$ cat src/rtl/rtks_pkg.sv
`timescale 1ns / 1ps

package rtks_pkg;

    // Field widths fixed by the item and result formats.
    localparam int IdW    = 16;
    localparam int ValueW = 32;
    localparam int KW     = 6;

    // Configuration register indexes (byte address is four times the index).
    typedef enum logic [1:0] {
        REG_OUTPUT_MODE = 2'd0,
        REG_MAXIMIZE    = 2'd1,
        REG_SUBSET_SIZE = 2'd2,
        REG_SUBSET_MODE = 2'd3
    } reg_index_t;

    // Output modes.
    localparam logic [1:0] OUT_VALUE  = 2'd0;
    localparam logic [1:0] OUT_RANK   = 2'd1;
    localparam logic [1:0] OUT_SELECT = 2'd2;

    // Subset modes.
    localparam logic [1:0] SUB_EXACT  = 2'd0;
    localparam logic [1:0] SUB_STRICT = 2'd1;
    localparam logic [1:0] SUB_LOOSE  = 2'd2;

    typedef struct packed {
        logic [IdW-1:0]           item_id;
        logic signed [ValueW-1:0] item_value;
        logic                     last_item;
    } item_t;

    typedef struct packed {
        logic [IdW-1:0]           out_id;
        logic signed [ValueW-1:0] result_value;
        logic                     last_result;
    } result_t;

    // True when score a ranks strictly better than score b.
    function automatic logic score_better(
        input logic signed [ValueW-1:0] a,
        input logic signed [ValueW-1:0] b,
        input logic                     maximize
    );
        logic r;
        begin
            r = maximize ? (a > b) : (a < b);
            return r;
        end
    endfunction

endpackage

$ cat src/rtl/rtks_ram.sv
`timescale 1ns / 1ps

// Simple dual-port RAM: one write port, one read port with registered data.
module rtks_ram #(
    parameter int WIDTH = 32,
    parameter int DEPTH = 32
) (
    input  logic                     clk,
    input  logic                     we,
    input  logic [$clog2(DEPTH)-1:0] waddr,
    input  logic [WIDTH-1:0]         wdata,
    input  logic [$clog2(DEPTH)-1:0] raddr,
    output logic [WIDTH-1:0]         rdata
);

    logic [WIDTH-1:0] mem [DEPTH];

    // Write port.
    always_ff @(posedge clk)
    begin
        if (we)
        begin
            mem[waddr] <= wdata;
        end
    end

    // Registered read port.
    always_ff @(posedge clk)
    begin
        rdata <= mem[raddr];
    end

endmodule

$ cat src/rtl/rank_and_top_k_select.sv
`timescale 1ns / 1ps

// Rank and top-k select. Requests of (id, signed Q16.16 score) are loaded into
// a store of MAX_ITEMS entries, one per cycle, until the request marked last
// (requests beyond a full store are dropped, but a last marker still closes
// the set). The block then ranks each of the n stored items against all n
// with a single shared comparator, one item at a time, finds the cutoff in a
// second pass over the stored ranks, and emits one result per item in load
// order. It takes no new request until it has emitted the last result of
// the set. The result is the score, the 1-based rank, or a select flag
// against the cutoff, set by the configuration registers. The user must write
// them over the APB port only while the block is idle; the block itself
// does not enforce this.
module rank_and_top_k_select
    import rtks_pkg::*;
#(
    parameter int MAX_ITEMS = 32
) (
    input  logic        clk,
    input  logic        rst_n,

    // Item requests.
    input  logic        item_valid,
    output logic        item_ready,
    input  item_t       item,

    // Result requests.
    output logic        result_valid,
    input  logic        result_ready,
    output result_t     result,

    // Configuration port.
    input  logic        psel,
    input  logic        penable,
    input  logic        pwrite,
    input  logic [3:0]  paddr,
    input  logic [31:0] pwdata,
    output logic [31:0] prdata,
    output logic        pready
);

    localparam int AW   = $clog2(MAX_ITEMS);
    localparam int CW   = $clog2(MAX_ITEMS + 1);
    localparam int CMPW = (CW > KW) ? CW : KW;

    typedef enum logic [7:0] {
        S_LOAD    = 8'b0000_0001,
        S_FETCH_I = 8'b0000_0010,
        S_LOAD_I  = 8'b0000_0100,
        S_CMP     = 8'b0000_1000,
        S_CUT_RD  = 8'b0001_0000,
        S_CUT_CHK = 8'b0010_0000,
        S_EM_RD   = 8'b0100_0000,
        S_EM_OUT  = 8'b1000_0000
    } state_t;

    state_t state_reg, state_next;

    // Configuration registers.
    logic [1:0]    output_mode_reg;
    logic          maximize_reg;
    logic [KW-1:0] subset_size_reg;
    logic [1:0]    subset_mode_reg;

    // Control registers.
    logic [CW-1:0] count_reg;
    logic [CW-1:0] n_reg;
    logic [AW-1:0] last_idx_reg;
    logic [AW-1:0] i_reg;
    logic [AW-1:0] j_reg;
    logic          cut_found_reg;
    logic          result_valid_reg;

    // Payload registers.
    logic signed [ValueW-1:0] vi_reg;
    logic [CW-1:0]            rank_reg;
    logic signed [ValueW-1:0] cut_val_reg;
    logic signed [ValueW-1:0] worst_val_reg;
    result_t                  result_reg;

    // Memory ports.
    logic [AW-1:0]     rd_addr;
    logic              load_we;
    logic              rank_we;
    logic [IdW-1:0]    id_rd;
    logic [ValueW-1:0] value_rd;
    logic [CW-1:0]     rank_rd;
    logic [CW-1:0]     rank_next;

    // Decoded conditions.
    logic                     accept;
    logic                     store_ok;
    logic                     cfg_write;
    logic signed [ValueW-1:0] vj;
    logic                     rank_inc;
    logic [CMPW-1:0]          k_ext;
    logic [CMPW-1:0]          rank_ext;
    logic signed [ValueW-1:0] cutoff;
    logic                     in_k;
    logic                     sel;
    logic                     out_load;
    result_t                  result_next;

    assign accept   = item_valid && item_ready;
    assign store_ok = count_reg < CW'(MAX_ITEMS);
    assign load_we  = accept && store_ok;

    // Stores for ids, scores and ranks.
    rtks_ram #(.WIDTH(IdW), .DEPTH(MAX_ITEMS)) u_id_store (
        .clk   (clk),
        .we    (load_we),
        .waddr (count_reg[AW-1:0]),
        .wdata (item.item_id),
        .raddr (rd_addr),
        .rdata (id_rd)
    );

    rtks_ram #(.WIDTH(ValueW), .DEPTH(MAX_ITEMS)) u_value_store (
        .clk   (clk),
        .we    (load_we),
        .waddr (count_reg[AW-1:0]),
        .wdata (item.item_value),
        .raddr (rd_addr),
        .rdata (value_rd)
    );

    rtks_ram #(.WIDTH(CW), .DEPTH(MAX_ITEMS)) u_rank_store (
        .clk   (clk),
        .we    (rank_we),
        .waddr (i_reg),
        .wdata (rank_next),
        .raddr (rd_addr),
        .rdata (rank_rd)
    );

    // Read address: the current item, or the comparison sweep during ranking.
    always_comb
    begin
        case (state_reg)
            S_LOAD_I: rd_addr = '0;
            S_CMP:    rd_addr = j_reg + AW'(1);
            default:  rd_addr = i_reg;
        endcase
    end

    // Rank step: a stored item counts against item i if it scores better, or
    // if it scores the same and was loaded earlier.
    assign vj       = value_rd;
    assign rank_inc = (j_reg != i_reg) &&
                      (score_better(vj, vi_reg, maximize_reg) ||
                       ((j_reg < i_reg) && (vj == vi_reg)));
    assign rank_next = rank_reg + CW'(rank_inc);
    assign rank_we   = (state_reg == S_CMP) && (j_reg == last_idx_reg);

    // A subset size of zero acts as one.
    assign k_ext    = (subset_size_reg == '0) ? CMPW'(1) : CMPW'(subset_size_reg);
    assign rank_ext = CMPW'(rank_rd);
    assign cutoff   = cut_found_reg ? cut_val_reg : worst_val_reg;
    assign in_k     = rank_ext <= k_ext;

    // Select flag.
    always_comb
    begin
        case (subset_mode_reg)
            SUB_EXACT:  sel = in_k;
            SUB_STRICT: sel = in_k && score_better(value_rd, cutoff, maximize_reg);
            SUB_LOOSE:  sel = !score_better(cutoff, value_rd, maximize_reg);
            default:    sel = 1'b0;
        endcase
    end

    // Result formatting.
    always_comb
    begin
        result_next.out_id      = id_rd;
        result_next.last_result = (i_reg == last_idx_reg);
        case (output_mode_reg)
            OUT_RANK:   result_next.result_value = ValueW'(rank_rd);
            OUT_SELECT: result_next.result_value = ValueW'(sel);
            default:    result_next.result_value = value_rd;
        endcase
    end

    assign out_load = (state_reg == S_EM_OUT) && (!result_valid_reg || result_ready);

    // Sequencer.
    always_comb
    begin
        state_next = state_reg;
        case (state_reg)
            S_LOAD:
            begin
                if (accept && item.last_item)
                begin
                    state_next = S_FETCH_I;
                end
            end
            S_FETCH_I: state_next = S_LOAD_I;
            S_LOAD_I:  state_next = S_CMP;
            S_CMP:
            begin
                if (j_reg == last_idx_reg)
                begin
                    state_next = (i_reg == last_idx_reg) ? S_CUT_RD : S_FETCH_I;
                end
            end
            S_CUT_RD:  state_next = S_CUT_CHK;
            S_CUT_CHK:
            begin
                state_next = (i_reg == last_idx_reg) ? S_EM_RD : S_CUT_RD;
            end
            S_EM_RD:   state_next = S_EM_OUT;
            S_EM_OUT:
            begin
                if (out_load)
                begin
                    state_next = (i_reg == last_idx_reg) ? S_LOAD : S_EM_RD;
                end
            end
            default:   state_next = S_LOAD;
        endcase
    end

    assign item_ready = (state_reg == S_LOAD);

    // Control state.
    always_ff @(posedge clk or negedge rst_n)
    begin
        if (!rst_n)
        begin
            state_reg        <= S_LOAD;
            count_reg        <= '0;
            n_reg            <= '0;
            last_idx_reg     <= '0;
            i_reg            <= '0;
            j_reg            <= '0;
            cut_found_reg    <= 1'b0;
            result_valid_reg <= 1'b0;
        end
        else
        begin
            state_reg <= state_next;

            // Loading and closing the set.
            if (accept)
            begin
                if (item.last_item)
                begin
                    count_reg    <= '0;
                    n_reg        <= store_ok ? count_reg + CW'(1) : count_reg;
                    last_idx_reg <= store_ok ? count_reg[AW-1:0] : AW'(MAX_ITEMS - 1);
                    i_reg        <= '0;
                end
                else if (store_ok)
                begin
                    count_reg <= count_reg + CW'(1);
                end
            end

            // Index counters through the rank, cutoff and emit passes.
            case (state_reg)
                S_LOAD_I: j_reg <= '0;
                S_CMP:
                begin
                    j_reg <= j_reg + AW'(1);
                    if (j_reg == last_idx_reg)
                    begin
                        i_reg         <= (i_reg == last_idx_reg) ? '0 : i_reg + AW'(1);
                        cut_found_reg <= 1'b0;
                    end
                end
                S_CUT_CHK:
                begin
                    i_reg <= (i_reg == last_idx_reg) ? '0 : i_reg + AW'(1);
                    if (rank_ext == k_ext)
                    begin
                        cut_found_reg <= 1'b1;
                    end
                end
                S_EM_OUT:
                begin
                    if (out_load)
                    begin
                        i_reg <= i_reg + AW'(1);
                    end
                end
                default: ;
            endcase

            // Output register.
            if (out_load)
            begin
                result_valid_reg <= 1'b1;
            end
            else if (result_ready)
            begin
                result_valid_reg <= 1'b0;
            end
        end
    end

    // Datapath registers.
    always_ff @(posedge clk)
    begin
        if (state_reg == S_LOAD_I)
        begin
            vi_reg   <= value_rd;
            rank_reg <= CW'(1);
        end
        else if (state_reg == S_CMP)
        begin
            rank_reg <= rank_next;
        end

        if (state_reg == S_CUT_CHK)
        begin
            if (rank_ext == k_ext)
            begin
                cut_val_reg <= value_rd;
            end
            if (rank_rd == n_reg)
            begin
                worst_val_reg <= value_rd;
            end
        end

        if (out_load)
        begin
            result_reg <= result_next;
        end
    end

    assign result_valid = result_valid_reg;
    assign result       = result_reg;

    // Configuration registers.
    assign cfg_write = psel && penable && pwrite && pready;
    assign pready    = 1'b1;

    always_ff @(posedge clk or negedge rst_n)
    begin
        if (!rst_n)
        begin
            output_mode_reg <= OUT_SELECT;
            maximize_reg    <= 1'b0;
            subset_size_reg <= KW'(1);
            subset_mode_reg <= SUB_EXACT;
        end
        else if (cfg_write)
        begin
            case (reg_index_t'(paddr[3:2]))
                REG_OUTPUT_MODE: output_mode_reg <= pwdata[1:0];
                REG_MAXIMIZE:    maximize_reg    <= pwdata[0];
                REG_SUBSET_SIZE: subset_size_reg <= pwdata[KW-1:0];
                REG_SUBSET_MODE: subset_mode_reg <= pwdata[1:0];
                default: ;
            endcase
        end
    end

    // Register read-back.
    always_comb
    begin
        case (reg_index_t'(paddr[3:2]))
            REG_OUTPUT_MODE: prdata = 32'(output_mode_reg);
            REG_MAXIMIZE:    prdata = 32'(maximize_reg);
            REG_SUBSET_SIZE: prdata = 32'(subset_size_reg);
            REG_SUBSET_MODE: prdata = 32'(subset_mode_reg);
            default:         prdata = '0;
        endcase
    end

endmodule

$ cat config.mk
export PLATFORM = sky130hd
export DESIGN_NAME = rank_and_top_k_select
export DESIGN_NICKNAME = d
export VERILOG_FILES = /design/src/rtl/rtks_pkg.sv /design/src/rtl/rtks_ram.sv /design/src/rtl/rank_and_top_k_select.sv
export SDC_FILE = /design/constraint.sdc
export NUM_CORES = 2
export LEC_CHECK = 0
export BUFFER_PORTS_ARGS = -buffer_cell sky130_fd_sc_hd__buf_2
export CAP_MARGIN = 10
export CORE_MARGIN = 4
export CORE_UTILIZATION = 30
export DETAILED_ROUTE_END_ITERATION = 8
export GPL_TIMING_DRIVEN = 0
export SKIP_CTS_REPAIR_TIMING = 1
export SLEW_MARGIN = 20
export SYNTH_ARGS = -nofsm -noshare
export SYNTH_HDL_FRONTEND = slang
export SYNTH_SLANG_ARGS = --single-unit
export TNS_END_PERCENT = 30
$ cat constraint.sdc
create_clock -name clk -period 6.6 [get_ports clk]
set_clock_uncertainty 0.2 [all_clocks]
set_input_delay 0 -clock clk [delete_from_list [all_inputs] [get_ports clk]]
set_output_delay 0 -clock clk [all_outputs]
set_load 0.1 [all_outputs]
* After elaboration in Yosys (flattened, before gate mapping)
Memory sizes are Yosys's and may differ from the RTL's. A register that Yosys moved wholly into a read port is not among the register bits. Cells that the tools add are included.
Operators by class: divide/modulo/power cells 0, multipliers 0, $lt $le $gt $ge 9, multiplexer cells 35, eq/ne operators 25, reduce and logical (&&, ||, !) cells 29, shift-type cells 0, add/sub/neg operators 4, bitwise logic cells 0
Operators by type and width (number):
- 32-bit case mux with 4 select lines | 1
- 32-bit > comparator | 3
- 32-bit less-than comparator | 3
- 32-bit case mux with 2 select lines | 1
- 8-bit case mux with 8 select lines | 1
- 5-bit two-way mux | 7
- 32-bit equality test | 1
- 32-bit two-way mux | 1
- 8-bit two-way mux | 3
- 5-bit case mux with 2 select lines | 2
- 6-bit two-way mux | 3
- 5-bit case mux with 3 select lines | 1
- 7-bit two-way mux | 2
- 2-bit AND reduction | 7
- 6-bit equality test | 2
- 1-bit two-way mux | 11
- 5-bit by 1-bit adder with 5-bit output (second input constant) | 2
- 5-bit equality test | 2
- 1-bit logical AND | 10
- 2-bit equality test (second input constant) | 4
- 8-bit by 1-bit equality test with 1-bit output (second input constant) | 1
- 8-bit by 2-bit equality test with 1-bit output (second input constant) | 1
- 8-bit by 3-bit equality test with 1-bit output (second input constant) | 1
- 8-bit by 4-bit equality test with 1-bit output (second input constant) | 1
- other kinds (21) | 31
Word-level totals: memories 3, RAM bits 1728, input bits 92, latch bits 0, bits in registers 199, bits in read-only memories 0
Memories:
- u_value_store.mem | depth 32, width 32, read ports 1, clocked after memory_dff 1, write ports 1, line rtks_ram.sv:16 | logic [WIDTH-1:0] mem [DEPTH];
- u_id_store.mem | depth 32, width 16, read ports 1, clocked after memory_dff 1, write ports 1, line rtks_ram.sv:16
- u_rank_store.mem | depth 32, width 6, read ports 1, clocked after memory_dff 1, write ports 1, line rtks_ram.sv:16

* Depth between registers and ports, before layout
depth after elaboration 6, mapped depth 15, mapped depth without buffers 15

* By module
Synthesis repeated with hierarchy kept, for this count alone.
Unflattened totals: cells, all modules 4568, area total of the unflattened synthesis 78673.0 µm²
By module, submodules not included:
- rtks_ram (u_value_store) | cells an instance 2260, times used 1, area an instance 40485.1 µm²
- rtks_ram (u_id_store) | cells an instance 1143, times used 1, area an instance 20535.9 µm²
- rank_and_top_k_select | cells an instance 842, times used 1, area an instance 10062.2 µm²
- rtks_ram (u_rank_store) | cells an instance 323, times used 1, area an instance 7589.8 µm²

* Worst setup path after synthesis
Ideal clock, no wire load.
kind register to register, from register state_reg[5], to memory u_id_store.mem[21][0] (netlist name) (enable), buffers on the path 1, slack 0.944 ns, clock period less this slack 5.656 ns, stages on the path, launching flop included 9, arrival 5.002 ns, cells stage by stage dfrtp_1 -> or4_4 -> nor2_1 -> and3_1 -> clkbuf_1 -> nand2_1 -> nor2_1 -> nand2_1 -> nor2_1
Between the ends: cells in the longest elaborated chain, start to end 5
Ends and longest elaborated chain:
- start, declared | line rank_and_top_k_select.sv:57 | state_t state_reg, state_next;
- start signal, assigned | line rank_and_top_k_select.sv:242 | state_reg <= state_next;
- 8-bit by 1-bit equality test with 1-bit output | line rank_and_top_k_select.sv:224 | assign item_ready = (state_reg == S_LOAD);
- net item_ready | line rank_and_top_k_select.sv:24 | output logic item_ready,
- 1-bit logical AND | line rank_and_top_k_select.sv:104 | assign accept = item_valid && item_ready;
- 1-bit logical AND | line rank_and_top_k_select.sv:106 | assign load_we = accept && store_ok;
- 1-bit two-way mux | line rtks_ram.sv:21 | if (we)
- 1-bit two-way mux (implied by the code) | line rtks_ram.sv:23 | mem[waddr] <= wdata;
- end, declared | line rtks_ram.sv:16
The timed path passes the listed nets, and every way through them passes these cells.

* Final worst setup path
from register state_reg[5], to register u_value_store.rdata[31] (read register of u_value_store.mem)
Between the ends: cells in the longest elaborated chain, start to end 2
Ends and longest elaborated chain:
- 8-bit by 4-bit equality test with 1-bit output / 8-bit by 3-bit equality test with 1-bit output (equally long branches) | line rank_and_top_k_select.sv:139 | case (state_reg)
- 5-bit case mux with 2 select lines (*) | line rank_and_top_k_select.sv:139
- end, declared | line rtks_ram.sv:13 | output logic [WIDTH-1:0] rdata
Mark *: on every way between the ends. The rest lies on a longest branch, timed or not. A chain may end at the register's enable or synchronous reset.

==> results.tsv <==
stage	metric	value	unit
route	drc	0	
pwr	p_leak	29.9	nW
pwr	clkPwrFrac	39.4	%
logic_synthesis	synth_seq_cells	1981	
logic_synthesis	ys_async_sr_fraction	2.42	%
pwr	max-vdd-ir-drop	0.000298	V
global_routing	antenna_found_initial	19	
worst_setup_path	critPathCaptureType	flip-flop	
floorplan	start_util	30.2	%
worst_setup_path	r2r_start	state_reg[5]	
clock_tree	cts_buffers	191	
floorplan	ios	176	
timing	finalMaxSlewViolations	0	
layout	regMostFlops	u_value_store.mem	
clock_tree	htreeDepth	4	
logic_synthesis	ys.flop_type	edfxtp_1	
worst_setup_path	crit_path_start_kind	flip-flop	
worst_hold_path	hold_start	pwrite	
pwr	power.density	306	mW/mm^2
worst_setup_path	required	7.01	ns
global_routing	grt.overflow.total	0	
clock_tree	cts_max_path_buffers	3	
job	drv_cap	0	
clock_tree	clk_pin_slew_worst_paths	0.06	ns
worst_setup_path	r2r_cells	10	
pwr	finalPower	0.0283	W
pwr	intPower	0.0214	W
logic_synthesis	netlist_area	0.0779	mm^2
layout	largestRegisters	u_value_store.mem (1024), u_id_store.mem (512), u_rank_store.mem (192)	
logic_synthesis	synth_edf_count	1873	
floorplan	core-area	0.258	mm^2
pwr	seqPwrFrac	51.3	%
worst_setup_path	crit_type	flip-flop to flip-flop	
pwr	swShare	24.4	%
timing	finalSetupViolCount	0	
layout	fin_cells	9594	
route	drt_iter0_drc	7457	
floorplan	die_y	518	um
timing	min_period	5.92	ns
worst_hold_path	min_to	output_mode_reg[0]	
layout	layout_commonest_cell	edfxtp_1	
route	routed_wirelength	257	mm
route	viasPerCell	5.42	
layout	final_core_utilization	35.9	%
layout	final_nets	6224	
route	drtPass1Iterations	8	
clock_tree	cts-root-buf	clkbuf_16	
global_routing	grt_first_pass_wirelength	358	mm
route	ant_nets	0	
layout	largest_reg_flops	1024	
layout	layout_common_cells	edfxtp_1, nand2_1, a21oi_1, a32oi_1, buf_2	
worst_setup_path	r2r_setup_slack	0.68	ns
placement	placed_cells	9146	
pwr	switching_power	0.00690	W
timing	final_hold_viol_count	0	
logic_synthesis	synth_warnings	0	
worst_hold_path	hold_path.class	primary input to flip-flop	
timing	tns	0	ns
timing	rsz0062_at_grt	false	
worst_hold_path	hold-path-cell-count	5	
logic_synthesis	synth-seq-area-share	75.3	%
placement	port_buffers	119	
worst_setup_path	worstReg2RegEnd	u_value_store.rdata[31]	
global_routing	grt_max_degree	49	
placement	gp_congestion	0.899	
clock_tree	clock_latency	0.86	ns
clock_tree	tritoncts	yes	
route	num_vias	52000	
worst_setup_path	cp_max_fo	10	
timing	worst_pin_slew	1.23	ns
worst_setup_path	crit_arrival	6.33	ns
floorplan	fp-row-count	186	
floorplan	die_w	518	um
layout	drive_gt1_share	13.8	%
timing	finalCritPeriodShare	89.8	%
logic_synthesis	ys_types	70	
status	status	complete, no violations	
timing	relSlewSlack	17.3	%
global_routing	grt_pass1_vias	49300	
clock_tree	cts_sinks	1981	
placement	dp_hpwl	176	mm
floorplan	design.die.area	0.268	mm^2
pwr	p_comb_share	9.3	%
timing	fmax	0.169	GHz
logic_synthesis	synth_area_per_cell	14.1	um^2
layout	area_growth_syn_to_layout	18.7	%
logic_synthesis	syn_inst	5511	
global_routing	grt_usage	18.3	%
route	routedWlPerCell	26.8	um
layout	nFillCells	24000	
[worst max-delay path, stage by stage (launching register included)]
cell,delay [ns]
dfrtp_1,0.46
or4_4,0.60
nor3_1,0.36
a32oi_1,0.34
nand2_1,0.75
buf_2,0.79
clkbuf_1,0.64
nand2_1,0.12
a32oi_1,0.23
o22ai_1,0.12
nor4_2,1.06
[Yosys cell counts, types with 3 or more instances]
library cell  number  area share, %
inv_1             90           0.43
mux2_2            39           0.56
ha_1              89            1.4
and2_1             7          0.056
o21ai_0           40           0.26
nand4_1           18           0.14
a22o_1             7          0.079
xnor2_1           16           0.18
nand3_1           38           0.24
xor2_1            10           0.11
nor3_1             9          0.058
dfxtp_1           60            1.5
a21o_1             6          0.058
nor4_2            34           0.55
nor2b_1            6          0.048
nand3b_1           6          0.058
clkbuf_1         160           0.77
nand2b_1           6          0.048
dfstp_2            3           0.10
nand2_1         1361            6.6
a32oi_1          432            4.9
nor4_1            25           0.20
or3_1              9          0.072
mux2i_1            4          0.051
o22ai_1          217            1.7
edfxtp_1        1873             72
buf_6             13           0.19
a31oi_1            7          0.056
a21oi_1          475            3.1
buf_1             11          0.053
dfrtp_1           45            1.4
and3_1             9          0.072
buf_2            135           0.87
buf_4             58           0.56
nor2_1           144           0.69
a221oi_1           4          0.045
[area by class of cell]
class	count	area, um^2	share of cell area, %
buffer	378	1920	2.08
tap	3384	4230	4.58
inverter	90	338	0.365
sequential	1981	58700	63.4
clock buffer	234	5010	5.42
timing repair buffer	314	3580	3.87
clock inverter	116	1270	1.38
multi-input combinational	3087	17400	18.9
antenna	10	25.0	0.0271
[power groups by stage]
stage          registers [W]  clock network (W)  logic [W]
6_report              0.0145             0.0111    0.00263
5_1_grt               0.0146             0.0118    0.00280
2_1_floorplan         0.0147                  0    0.00139
4_1_cts               0.0145             0.0113    0.00254
3_3_place_gp          0.0148                  0    0.00229
3_5_place_dp          0.0148                  0    0.00253
[cell families after synthesis]
group / count (synthesis) / share of synthesized area [%]
adder cells (fa/ha/maj): 89 / 1.43
flip-flops: 1981 / 75.3
buffers and inverters: 468 / 2.89
XOR/XNOR: 26 / 0.292
AND/OR/NAND/NOR: 1688 / 8.98
other: 2 / 0.00964
AO/OA/AOI/OAI: 1213 / 10.5
multiplexers: 44 / 0.644
[routing by layer]
layer  up-vias  GRT usage (%)  share of wire, %
met1     26100           23.4                38
met4        14           9.66               5.8
met3       615           4.75                11
met2      3236           28.4                45
met5         -              0             0.031
li1      22000              -                 -
[worst max-delay path by stage]
stage / to / cells after the start / from
after floorplan: u_id_store.mem[21][0] / 8 / state_reg[5]
after global placement: worst_val_reg[20] / 5 / state_reg[3]
after CTS: u_value_store.rdata[30] / 10 / state_reg[5]
after global routing: u_value_store.rdata[31] / 10 / state_reg[5]
final: u_value_store.rdata[31] / 10 / state_reg[5]
after detailed placement: u_value_store.rdata[30] / 10 / state_reg[5]
[per-stage QoR]
step | hold WS, ns | worst slack, ns | instance area, um^2
5_1_grt | 0.0133 | 0.693 | 92500
3_5_place_dp | -0.0891 | 0.918 | 85300
4_1_cts | -1.01 | 0.869 | 91600
3_3_place_gp | 0.0105 | -2.05 | 82800
6_report | 0.00723 | 0.676 | 92500
2_1_floorplan | -0.496 | 0.944 | 78000
(Power assumes the default switching activity.)
